`config.mk`:
```
export PLATFORM = sky130hd
export DESIGN_NAME = efom_front
export DESIGN_NICKNAME = d
export VERILOG_FILES = /design/src/hw/rtl/efom_pkg.sv /design/src/hw/rtl/efom_front.sv
export SDC_FILE = /design/constraint.sdc
export NUM_CORES = 1
export LEC_CHECK = 0
export ABC_CLOCK_PERIOD_IN_PS = 12500
export CORE_ASPECT_RATIO = 1.1
export CORE_MARGIN = 2
export CORE_UTILIZATION = 40
export CTS_CLUSTER_DIAMETER = 200
export DETAILED_ROUTE_END_ITERATION = 12
export DONT_BUFFER_PORTS = 1
export GPL_ROUTABILITY_DRIVEN = 0
export PLACE_DENSITY_LB_ADDON = 0.08
export SETUP_SLACK_MARGIN = 0.15
export SLEW_MARGIN = 20
export SYNTH_ARGS = -nofsm -noshare
export SYNTH_HDL_FRONTEND = slang
export SYNTH_SLANG_ARGS = --single-unit
```
`constraint.sdc`:
```
create_clock -name clk -period 12.5 [get_ports clk]
set_input_delay 3.75 -clock clk [delete_from_list [all_inputs] [get_ports clk]]
set_output_delay 3.75 -clock clk [all_outputs]
set_load 0.01 [all_outputs]
```
`src/hw/rtl/efom_pkg.sv`:
```
// Shared types, constants and pointer helpers for the event queue.
package efom_pkg;

    localparam int QUEUE_DEPTH = 64;
    localparam int PTR_W       = $clog2(QUEUE_DEPTH);
    localparam int HDR_W       = 8;
    localparam int TIME_W      = 32;
    localparam int VAL_W       = 32;
    localparam int STATUS_W    = 3;
    localparam int CFG_W       = 8;
    localparam int CFG_IDX_W   = 1;

    // command queue between the front and back parts
    localparam int CQ_DEPTH    = 2;
    localparam int CQ_PTR_W    = $clog2(CQ_DEPTH);
    localparam int CQ_CNT_W    = $clog2(CQ_DEPTH + 1);

    localparam logic [PTR_W-1:0] PTR_LAST = PTR_W'(QUEUE_DEPTH - 1);

    typedef enum logic [STATUS_W-1:0] {
        ST_STORED   = 3'd0,
        ST_FILTERED = 3'd1,
        ST_MARKER   = 3'd2,
        ST_DROP     = 3'd3,
        ST_POP      = 3'd4
    } status_t;

    typedef enum logic [CFG_IDX_W-1:0] {
        REG_RECORDING_ENABLE = 1'd0,
        REG_OVERFLOW_HEADER  = 1'd1
    } cfg_idx_t;

    typedef struct packed {
        logic [HDR_W-1:0]  hdr;
        logic [TIME_W-1:0] tstamp;
        logic [VAL_W-1:0]  value;
    } entry_t;

    // decoded command as the front part hands it over
    typedef struct packed {
        logic   is_pop;
        logic   keep;    // passes the recording filter
        entry_t entry;
    } cmd_t;

    function automatic logic [PTR_W-1:0] ptr_inc(input logic [PTR_W-1:0] p);
        return (p == PTR_LAST) ? '0 : p + PTR_W'(1);
    endfunction

    function automatic logic [PTR_W-1:0] ptr_dec(input logic [PTR_W-1:0] p);
        return (p == '0) ? PTR_LAST : p - PTR_W'(1);
    endfunction

endpackage

```
`src/hw/rtl/efom_front.sv`:
```
// Front part: accepts input beats, decodes them and queues the commands.
module efom_front
    import efom_pkg::*;
(
    input  logic              clk,
    input  logic              rst_n,
    input  logic              recording_enable,
    input  logic              in_valid,
    output logic              in_stall,
    input  logic              func,
    input  logic              is_confirm,
    input  logic [HDR_W-1:0]  in_header,
    input  logic [TIME_W-1:0] in_time,
    input  logic [VAL_W-1:0]  in_value,
    output logic              cmd_valid,
    output cmd_t              cmd,
    input  logic              cmd_take
);

    cmd_t                q_reg [CQ_DEPTH];
    logic [CQ_PTR_W-1:0] wr_ptr_reg, wr_ptr_next;
    logic [CQ_PTR_W-1:0] rd_ptr_reg, rd_ptr_next;
    logic [CQ_CNT_W-1:0] cnt_reg, cnt_next;
    logic                accept;
    cmd_t                dec;

    assign in_stall  = (cnt_reg == CQ_CNT_W'(CQ_DEPTH));
    assign accept    = in_valid && !in_stall;
    assign cmd_valid = (cnt_reg != '0);
    assign cmd       = q_reg[rd_ptr_reg];

    always_comb
    begin
        dec.is_pop       = func;
        dec.keep         = is_confirm | recording_enable;
        dec.entry.hdr    = in_header;
        dec.entry.tstamp = in_time;
        dec.entry.value  = in_value;
    end

    always_comb
    begin
        wr_ptr_next = wr_ptr_reg;
        rd_ptr_next = rd_ptr_reg;
        cnt_next    = cnt_reg;
        if (accept)
        begin
            wr_ptr_next = (wr_ptr_reg == CQ_PTR_W'(CQ_DEPTH - 1)) ? '0
                                                                  : wr_ptr_reg + CQ_PTR_W'(1);
        end
        if (cmd_take)
        begin
            rd_ptr_next = (rd_ptr_reg == CQ_PTR_W'(CQ_DEPTH - 1)) ? '0
                                                                  : rd_ptr_reg + CQ_PTR_W'(1);
        end
        if (accept && !cmd_take)
        begin
            cnt_next = cnt_reg + CQ_CNT_W'(1);
        end
        else if (!accept && cmd_take)
        begin
            cnt_next = cnt_reg - CQ_CNT_W'(1);
        end
    end

    always_ff @(posedge clk or negedge rst_n)
    begin
        if (!rst_n)
        begin
            wr_ptr_reg <= '0;
            rd_ptr_reg <= '0;
            cnt_reg    <= '0;
        end
        else
        begin
            wr_ptr_reg <= wr_ptr_next;
            rd_ptr_reg <= rd_ptr_next;
            cnt_reg    <= cnt_next;
        end
    end

    always_ff @(posedge clk)
    begin
        if (accept)
        begin
            q_reg[wr_ptr_reg] <= dec;
        end
    end

endmodule

```
# Yosys cells after proc, flatten, opt, wreduce, memory -nomap -nowiden
# Memory sizes are Yosys's and may differ from the RTL's.
# Index checks and enable logic that the tools add are counted.
totals:
  inputBits: 79
  register_bits: 4
  word_cells: 24
  out_inout_bits: 76
  mem_bits_rw: 148
  mem_count: 1
mem_list:
  columns: ["memory", "depth", "width", "read_ports", "rd_ports_with_merged_regs", "write_ports", "line_no", "rtl"]
  rows:
  - ["q_reg", 2, 74, 1, 0, 1, "efom_front.sv:20", "cmd_t q_reg [CQ_DEPTH];"]
classes:
  muxes: 6
  add_sub_neg: 4
  reduce_logical: 8
  bitwise: 1
  n_eq_ne: 1
op_table:
  columns: ["op", "n"]
  rows:
  - ["two-way mux 1 bit", 4]
  - ["two-way mux 2 bit", 2]
  - ["nonzero test 2 bit", 2]
  - ["logical AND 1 bit", 3]
  - ["zero test 1 bit", 3]
  - ["adder 1 bit (second input constant)", 2]
  - ["adder 2 x 1 -> 2 bit (second input constant)", 1]
  - ["== test 2 bit (second input constant)", 1]
  - ["subtractor 2 x 1 -> 2 bit (second input constant)", 1]
  - ["OR 1 bit", 1]

# Depth between registers and ports, before layout
# Gate-level depths: netlist (run 1).
logic_depth:
  depth_word: 7
  ltp_mapped: 7

# Worst setup path before layout (run 1)
# No wires, ideal clock.
synth_path:
  path_type: "input-to-reg"
  from: "input port in_valid"
  to: "memory q_reg[0][0] in the netlist's numbering (enable)"
  path_stages: 2
  setup_slack_ps: 5066
  setup_time_ps: 507
  path_buffers: 0
  arrival_time_ps: 6928
  t_required_ps: 11993
  path_cell_list: "nand2_1 nor2_1"
synth_via:
  elab_chain_cells: 3
synth_lines:
  columns: ["item", "line_no", "rtl"]
  rows:
  - ["start: declaration", "efom_front.sv:8", "input logic in_valid,"]
  - ["logical AND 1 bit", "efom_front.sv:28", "assign accept = in_valid && !in_stall;"]
  - ["two-way mux 1 bit", "efom_front.sv:84", "if (accept)"]
  - ["two-way mux 1 bit (implied by the code)", "efom_front.sv:86", "q_reg[wr_ptr_reg] <= dec;"]
  - ["end: declaration", "efom_front.sv:20", null]
# Every way passes these cells.

==> impl_results.md, run 1 <==
- Cts hold-fix bufs: 0
- Netlist cell types: 15
- Comb power frac: 23.2%
- Critical Path AT: 2420 ps
- Clock skew: roughly 5.7 ps
- Placed insts: between 400 and 500
- Yosys reg bits: 152
- Number of DRC markers in iteration 0: 94
- Die H: 130 µm
- H-tree depth: 4
- Max Buffers Root-to-Sink: 2
- Syn Inst Count: 250
- Worst Tran Pin Value: 797 ps
- Ant diodes: 0
- Fin Setup TNS: 0 ps
- CP required: roughly 8800 ps
- Pin count of the biggest net entering global routing: 75
- Final antenna-violating net count: 0
- Synth warn: 0
- HP Class: flip-flop to flip-flop
- Cts bufs inserted: 17
- Clk network pwr share: approximately a third
- Die ar.: 0.0153 mm²
- Initial antenna violation count: 0
- Port Buffers: 0
- Post_cts resized: 0
- Net Sw Power: around 0.45 mW
- Share of the synthesized area in the top cell type: roughly 77%
- Ranking of synthesized cells by area: edfxtp_1 77%, mux2_4 13%, mux2_2 4.7%
- CTS tree: yes
- Leak: 2.33 nW
- Synth async-reset ratio: ~2.6%
- Clk root buf: clkbuf_16
- Worst setup SP type: flip-flop
- Routed WL: about 9 mm
- Post-route DRC violation count: 0
- Final Cycle Share: 49.3%
- Area leader, netlist: edfxtp_1
- Sequential area share after synthesis: 79.1%
- Pint: 1.26 mW
- Top-count cell post-synth: edfxtp_1
- Max FFs per register: 148
- Layout Cells excl Fill: 465
- Final Hold Fails: 0
- Post-synth EDFFs: roughly 150
- Via-per-instance ratio: 4.83
- # Post-CTS Setup Buffers: 0
- Final max-slew violation count: 0
- Initial cell density of the core: 41.3%
- Mean Syn Cell Area: about 23 µm²
- Commonest cells in the netlist: 148 x edfxtp_1, 50 x mux2_4, 24 x mux2_2
- Crit. End Element: output port
- Hold Path Depth: 1
- Via count: 2248
- Reg2Reg Depth: 4
- Nets: 344
- Top FF cell, synth: edfxtp_1
- Std cell rows: 45
- Fmax: 162 MHz
- CTS clk-pin slew, worst paths: around 50 ps
- RSZ-0062 raised after global routing: false
- Core footprint: 0.0139 mm²
- Critical Path Fanout Max: 38
- Total grt overflow: 0
- Synthesized area: 0.00575 mm²
- Final Setup Violations: 0
- Vias in the first global route: 2380
- Result of the run: completed
- Synth Net Count: 330
- Average wire per standard cell: slightly below 20 µm
- Sequential Power Share: 43.9%
- Clk_lat worst skew: ~420 ps
- VDD IR-drop max: 0.102 mV
- CTS Sinks: ~150
- All-Layer GR Usage: 12.4%
- Final Critical Period: 6170 ps
- First-pass GRT wire length: about 14 mm
- Setup CP Type: flip-flop to output port
- Die span in x: approximately 120 µm
- Share of cells above drive strength 1: 40.1%
- Synthesis-to-finish area growth: 15.4%
- Maximum Capacitance Violations: 0
- PwrDens: 258 mW/mm²
- Top Ports: 155
- DR pass1 iterations: 4
- Slew HR: a little under half
- Sw Share: 26.3%
-- critical path, stage by stage, from the launching register on --
cell and delay (ps):
dfrtp_4 810, buf_4 650, mux2_2 450
-- worst paths after layout --
| check | startpoint | end | slack [ps] |
|---|---|---|---|
| max in group asynchronous | rst_n | rd_ptr_reg | 9390 |
| hold / removal | cnt_reg[1] | cnt_reg[1] | 500 |
| setup / recovery | rd_ptr_reg | cmd[71] | 6330 |
| hold reg to reg | cnt_reg[1] | cnt_reg[1] | 500 |
| setup reg to reg | cnt_reg[0] | q_reg[0][45] | 10030 |
| min in group asynchronous | rst_n | wr_ptr_reg | 3020 |
-- power by group through the flow --
stage	sequential (mW)	clock, mW	combinational [mW]
2_1_floorplan	0.739	0	0.372
3_3_place_gp	0.764	0	0.405
3_5_place_dp	0.768	0	0.405
4_1_cts	0.758	0.579	0.405
5_1_grt	0.769	0.597	0.427
6_report	0.752	0.563	0.397
-- logic make-up (layout without fill, tap and decap cells) --
| family | after synthesis | after routing | share of synthesized area (%) |
|---|---|---|---|
| flops | 152 | 152 | 79.1 |
| mux | 74 | 74 | 17.8 |
| buf+inv | 11 | 38 | 1.55 |
| simple gates | 7 | 7 | 0.631 |
| xor+xnor | 5 | 5 | 0.762 |
| fa+ha+maj | 1 | 1 | 0.218 |
-- cells in the final DEF (no fill, tap or decap), types with 2 or more instances in the layout --
| cell | instances |
|---|---|
| mux2_2 | 24 |
| buf_4 | 2 |
| dfrtp_1 | 3 |
| inv_1 | 3 |
| xnor2_1 | 2 |
| clkbuf_1 | 3 |
| clkbuf_8 | 5 |
| or2_2 | 2 |
| edfxtp_1 | 148 |
| xor2_1 | 3 |
| bufinv_16 | 5 |
| clkbuf_16 | 17 |
| mux2_4 | 50 |
-- through the flow --
step	area (µm²)	power [mW]	hold slack [ps]	setup WS, ps	util, %
floorplan	5750	1.11	456	5070	-
finish	6630	1.71	499	6330	47.7
global placement	5940	1.17	481	6720	42.7
CTS	6600	1.74	502	6240	47.5
detailed placement	5940	1.17	485	6690	42.7
global route	6630	1.79	527	6170	47.7
-- cell type report --
type                    count  area (µm²)
flip-flops and latches    152        4550
well taps                 188         235
multi-input cells          87        1130
fillers                  1182        7280
inverters                   3        11.3
clock inverters             7         163
clock buffers              25         505
repair buffers              3        42.5
-- layer usage --
metal / global-route usage (%) / wire (µm) / part of all wire (%) / vias up
li1: - / - / - / 1015
met1: 13.3 / 3240 / 36 / 1114
met2: 18.6 / 4500 / 50 / 102
met3: 8.09 / 1110 / 12 / 17
met4: 7.23 / 192 / 2.1 / 0
met5: 0 / 0 / 0 / -
No activity file was read; power rests on OpenSTA's default activity.
==> run 2: changes to the inputs <==
--- a/config.mk
+++ b/config.mk
@@ -5,7 +5,7 @@
 export SDC_FILE = /design/constraint.sdc
 export NUM_CORES = 1
 export LEC_CHECK = 0
-export ABC_CLOCK_PERIOD_IN_PS = 12500
+export ABC_CLOCK_PERIOD_IN_PS = 5200
 export CORE_ASPECT_RATIO = 1.1
 export CORE_MARGIN = 2
 export CORE_UTILIZATION = 40
==> constraint.sdc (replaced) <==
create_clock -name clk -period 5.2 [get_ports clk]
set_input_delay 1.56 -clock clk [delete_from_list [all_inputs] [get_ports clk]]
set_output_delay 1.56 -clock clk [all_outputs]
set_load 0.01 [all_outputs]
==> impl_results.md, run 2 (synthesis results as in run 1) <==
- Result of the run: completed
- Clk_lat worst skew: 410 ps
- CTS clk-pin slew, worst paths: ~50 ps
- Number of DRC markers in iteration 0: 119
- Final Critical Period: about 3800 ps
- Leak: 2.28 nW
- Wire length on met2: between 4 and 5 mm
- Post_cts resized: 0
- PwrDens: 598 mW/mm²
- Final Cycle Share: 73.3%
- Post-placement cell area: roughly 0.0060 mm²
- Top Ports: 155
- Family with the most delay on the worst path: flip-flops
- Cts hold-fix bufs: 0
- Final instance area: 0.00652 mm²
- Detail Route met3 WL: 944 µm
- VDD IR-drop max: 0.277 mV
- Cts bufs inserted: 17
- Pin count of the biggest net entering global routing: between 70 and 80
- Final Hold Fails: 0
- Maximum Capacitance Violations: 0
- Net Sw Power: 1.08 mW
- Crit. Startpoint: rd_ptr_reg
- Commonest non-fill, non-tap cells in the layout: 148 x edfxtp_1, 50 x mux2_4, 24 x mux2_2, 17 x clkbuf_16, 7 x clkinv_1
- Routed WL: 9.27 mm
- CTS tree: yes
- Critical Path Fanout Max: 54
- Die H: 130 µm
- Std cell rows: 45
- Die ar.: 0.0153 mm²
- HP Class: flip-flop to flip-flop
- Via count: 2253
- Pre-CTS WS: around 1800 ps
- Max FFs per register: 148
- Ant diodes: 0
- Fmax: 262 MHz
- Die span in x: 118 µm
- DR top layer: met4
- Hold path start: cnt_reg[1]
- Synthesis-to-finish area growth: 13.4%
- Initial antenna violation count: 0
- # Post-CTS Setup Buffers: 0
- Total grt overflow: 0
- H-tree depth: 4
- Core footprint: 0.0139 mm²
- Fin Setup TNS: 0 ps
- First-pass GRT wire length: roughly 14 mm
- Final Setup Violations: 0
- CP bufs+invs: 1
- Commonest non-fill, non-tap cell in the layout: edfxtp_1
- Post-DP HPWL: 5.78 mm
- CP required: around 3600 ps
- Clock skew: 4.91 ps
- Met1 WL: 3.48 mm
- Nets: 346
- Share of cells above drive strength 1: 38.4%
- Pint: 2.82 mW
- Clk network pwr share: between 20 and 30%
- CP Cell Sequence: buf_4 -> mux2_2
- Worst Setup Slack, final: 1390 ps
- Critical Path AT: 2250 ps
- Slowest stage cell on the critical path: dfrtp_4
- Sw Share: 27.8%
- Slew HR: ~36%
- Post-route DRC violation count: 0
- Layout Cells excl Fill: 467
- CP peak stage delay: between 1000 and 1500 ps
- Setup CP Type: flip-flop to output port
- Worst Tran Pin Value: 953 ps
- Placed insts: about 430
- Final core occ: 46.8%
- Port Buffers: 0
- CTS Sinks: 152
- Sequential Power Share: 47.4%
- RSZ-0062 raised after global routing: false
- Crit Reg-Reg Startpoint: cnt_reg[0]
- DR pass1 iterations: 4
- Vias in the first global route: approximately 2400
- Clk root buf: clkbuf_16
- Average wire per standard cell: 19.8 µm
- Initial cell density of the core: 41.3%
- Crit. End Element: output port
- Final antenna-violating net count: 0
- Via-per-instance ratio: 4.82
- Final max-slew violation count: 0
- Max Buffers Root-to-Sink: 2
- All-Layer GR Usage: ~12%
- Worst setup SP type: flip-flop
- Comb power frac: 23.8%
## run 2: cell count changes in the layout (fill, tap and decap cells not counted), moves of 2 or more
cell	delta
clkbuf_8	-5
bufinv_16	-3
clkinv_1	+7
buf_4	+2
## run 2: power groups by stage
| stage | Clock [mW] | Combinational (mW) | Sequential [mW] |
|---|---|---|---|
| 4_1_cts | 1.16 | 0.946 | 1.86 |
| 5_1_grt | 1.20 | 0.996 | 1.89 |
| 3_3_place_gp | 0 | 0.946 | 1.88 |
| 3_5_place_dp | 0 | 0.946 | 1.89 |
| 2_1_floorplan | 0 | 0.894 | 1.77 |
| 6_report | 1.12 | 0.926 | 1.85 |
## run 2: worst paths after layout
check / cells past startpoint / to / slack, ps
setup reg to reg: 4 / q_reg[0][46] / 3030
hold / removal: 1 / cnt_reg[1] / 490
setup / recovery: 2 / cmd[52] / 1390
min in group asynchronous: 0 / wr_ptr_reg / 850
hold reg to reg: 1 / cnt_reg[1] / 490
max in group asynchronous: 0 / rd_ptr_reg / 4280
## run 2: layout make-up
cell class,count,area [µm²]
clock inverter,13,111
inverter,3,11.3
timing repair buffer,5,50.0
multi-input combinational,87,1130
tap,188,235
fill,1179,7390
sequential,152,4550
clock buffer,19,433
## run 2: worst register-to-register path, delay by kind of cell (launching register included)
| family | cells | cell delay, ps |
|---|---|---|
| buffers and inverters | 1 | 550 |
| flip-flops | 1 | 400 |
| AND/OR/NAND/NOR | 3 | 840 |
## run 2: per-layer routing
| metal | vias up | global-route usage [%] |
|---|---|---|
| met5 | - | 0 |
| met4 | 0 | 6.38 |
| met3 | 10 | 6.91 |
| met2 | 100 | 19.3 |
| met1 | 1129 | 13.8 |
| li1 | 1014 | - |
## run 2: stage by stage
| stage | hold slack, ps | total power [mW] |
|---|---|---|
| CTS | 491 | 3.96 |
| finish | 487 | 3.90 |
| floorplan | 456 | 2.66 |
| detailed placement | 480 | 2.83 |
| global placement | 477 | 2.82 |
| global route | 528 | 4.09 |
==> run 3: changes to the inputs <==
--- a/config.mk
+++ b/config.mk
@@ -5,7 +5,7 @@
 export SDC_FILE = /design/constraint.sdc
 export NUM_CORES = 1
 export LEC_CHECK = 0
-export ABC_CLOCK_PERIOD_IN_PS = 5200
+export ABC_CLOCK_PERIOD_IN_PS = 3400
 export CORE_ASPECT_RATIO = 1.1
 export CORE_MARGIN = 2
 export CORE_UTILIZATION = 40
==> constraint.sdc (replaced) <==
create_clock -name clk -period 3.4 [get_ports clk]
set_input_delay 1.02 -clock clk [delete_from_list [all_inputs] [get_ports clk]]
set_output_delay 1.02 -clock clk [all_outputs]
set_load 0.01 [all_outputs]
==> impl_results.md, run 3 (synthesis results as in run 1) <==
- Commonest non-fill, non-tap cell in the layout: edfxtp_1
- Die H: 130 µm
- Maximum Capacitance Violations: 0
- Reg2Reg Depth: 3
- Critical Path AT: 1810 ps
- Share of cells above drive strength 1: 41.1%
- DR top layer: met4
- CTS tree: yes
- Nets: 347
- Via count: 2268
- VDD IR-drop max: 0.388 mV
- Max Buffers Root-to-Sink: 2
- Crit. End Element: output port
- RSZ-0062 raised after global routing: false
- Final Setup Violations: 0
- Met1 WL: 3.40 mm
- Setup CP Type: flip-flop to output port
- Fmax: 353 MHz
- Number of DRC markers in iteration 0: 93
- Fin Setup TNS: 0 ps
- # Post-CTS Setup Buffers: 0
- Final Cycle Share: 83.3%
- Std cell rows: 45
- Post-route DRC violation count: 0
- Port Buffers: 0
- Pin count of the biggest net entering global routing: 47
- Worst reg-to-reg setup slack: 1640 ps
- Cts bufs inserted: 17
- Post_cts resized: 0
- WHS: ~300 ps
- Average wire per standard cell: 19.4 µm
- Final Hold Fails: 0
- Final antenna-violating net count: 0
- Crit. Startpoint: rd_ptr_reg
- Commonest non-fill, non-tap cells in the layout: 148 x edfxtp_1, 50 x mux2_4, 24 x mux2_2, 17 x clkbuf_16, 5 x bufinv_16
- Clk root buf: clkbuf_16
- DR pass1 iterations: 5
- Worst Tran Pin Value: 545 ps
- Initial cell density of the core: 41.3%
- CTS clk-pin slew, worst paths: ~60 ps
- Synthesis-to-finish area growth: 15.3%
- R2R Path End: q_reg[1][29]
- Die ar.: about 0.015 mm²
- Wire length on met2: around 4.6 mm
- Post-DP HPWL: 5.92 mm
- Cts hold-fix bufs: 0
- Core footprint: roughly 0.014 mm²
- All-Layer GR Usage: about an eighth
- CP required: between 2000 and 2500 ps
- Final Critical Period: roughly 2800 ps
- PwrDens: 942 mW/mm²
- Die span in x: about 120 µm
- Final max-slew violation count: 0
- Ant diodes: 0
- Crit path to: cmd[12]
- Total grt overflow: 0
- Vias in the first global route: 2304
- Via-per-instance ratio: 4.85
- Critical Path Fanout Max: 21
- Worst setup SP type: flip-flop
- Crit Reg-Reg Startpoint: cnt_reg[0]
- Clock skew: 6.97 ps
- Result of the run: completed
- Initial antenna violation count: 0
- Detail Route met3 WL: 916 µm
- Routed WL: 9.08 mm
- HP Class: input port to async pin
- Slew HR: 63.7%
- Max FFs per register: 148
- H-tree depth: 4
- CTS Sinks: 152
- Leak: roughly 2.3 nW
- Top Ports: 155
- First-pass GRT wire length: 13.2 mm
- Clk_lat worst skew: 420 ps
[run 3: changes by cell type in the layout (fill, tap and decap cells not counted)]
| cell | delta |
|---|---|
| clkbuf_1 | -1 |
| clkinv_2 | +2 |
| bufinv_16 | +3 |
| buf_12 | +1 |
| clkinvlp_4 | +1 |
| clkinv_4 | +1 |
| clkinv_1 | -6 |
[run 3: worst min path at each step]
stage | start | endpoint | slack, ps | cells past startpoint
global route | rst_n | cnt_reg[1] | 270 | 0
global placement | cnt_reg[1] | cnt_reg[1] | 470 | 1
CTS | rst_n | cnt_reg[1] | 270 | 0
floorplan | cnt_reg[1] | cnt_reg[1] | 460 | 1
finish | rst_n | cnt_reg[1] | 300 | 0
detailed placement | cnt_reg[1] | cnt_reg[1] | 470 | 1
[run 3: area by class of cell]
class	count	area, µm²
tap	188	235
clock buffer	18	429
fill	1175	7280
clock inverter	14	205
sequential	152	4550
timing repair buffer	6	70.1
inverter	3	11.3
multi-input combinational	87	1130
[run 3: metal layers]
metal  vias up  global-route usage, %
li1       1018                      -
met1      1133                   12.7
met2       101                   19.2
met3        16                   6.42
met4         0                   7.44
met5         -                      0
[run 3: power by group]
part / internal, mW / switching [mW] / total, mW / leakage [nW]
registers: 2.57 / 0.163 / 2.73 / 1.42
logic: 0.700 / 0.827 / 1.53 / 0.608
clock network: 1.29 / 0.691 / 1.98 / 0.303
total: 4.56 / 1.68 / 6.24 / 2.33
[run 3: critical path, cell delays in order, from the launching register on]
cell	delay [ps]
dfrtp_4	670
buf_4	360
mux2_4	350
[run 3: per-stage QoR]
stage	worst slack, ps	cells	cell area [µm²]	util, %	power, mW
5_1_grt	471	468	6630	47.6	6.52
4_1_cts	517	468	6630	47.6	6.35
3_3_place_gp	982	436	5990	43.1	4.35
6_report	569	468	6630	47.6	6.24
3_5_place_dp	974	436	5990	43.1	4.35
2_1_floorplan	170	250	5750	-	4.07
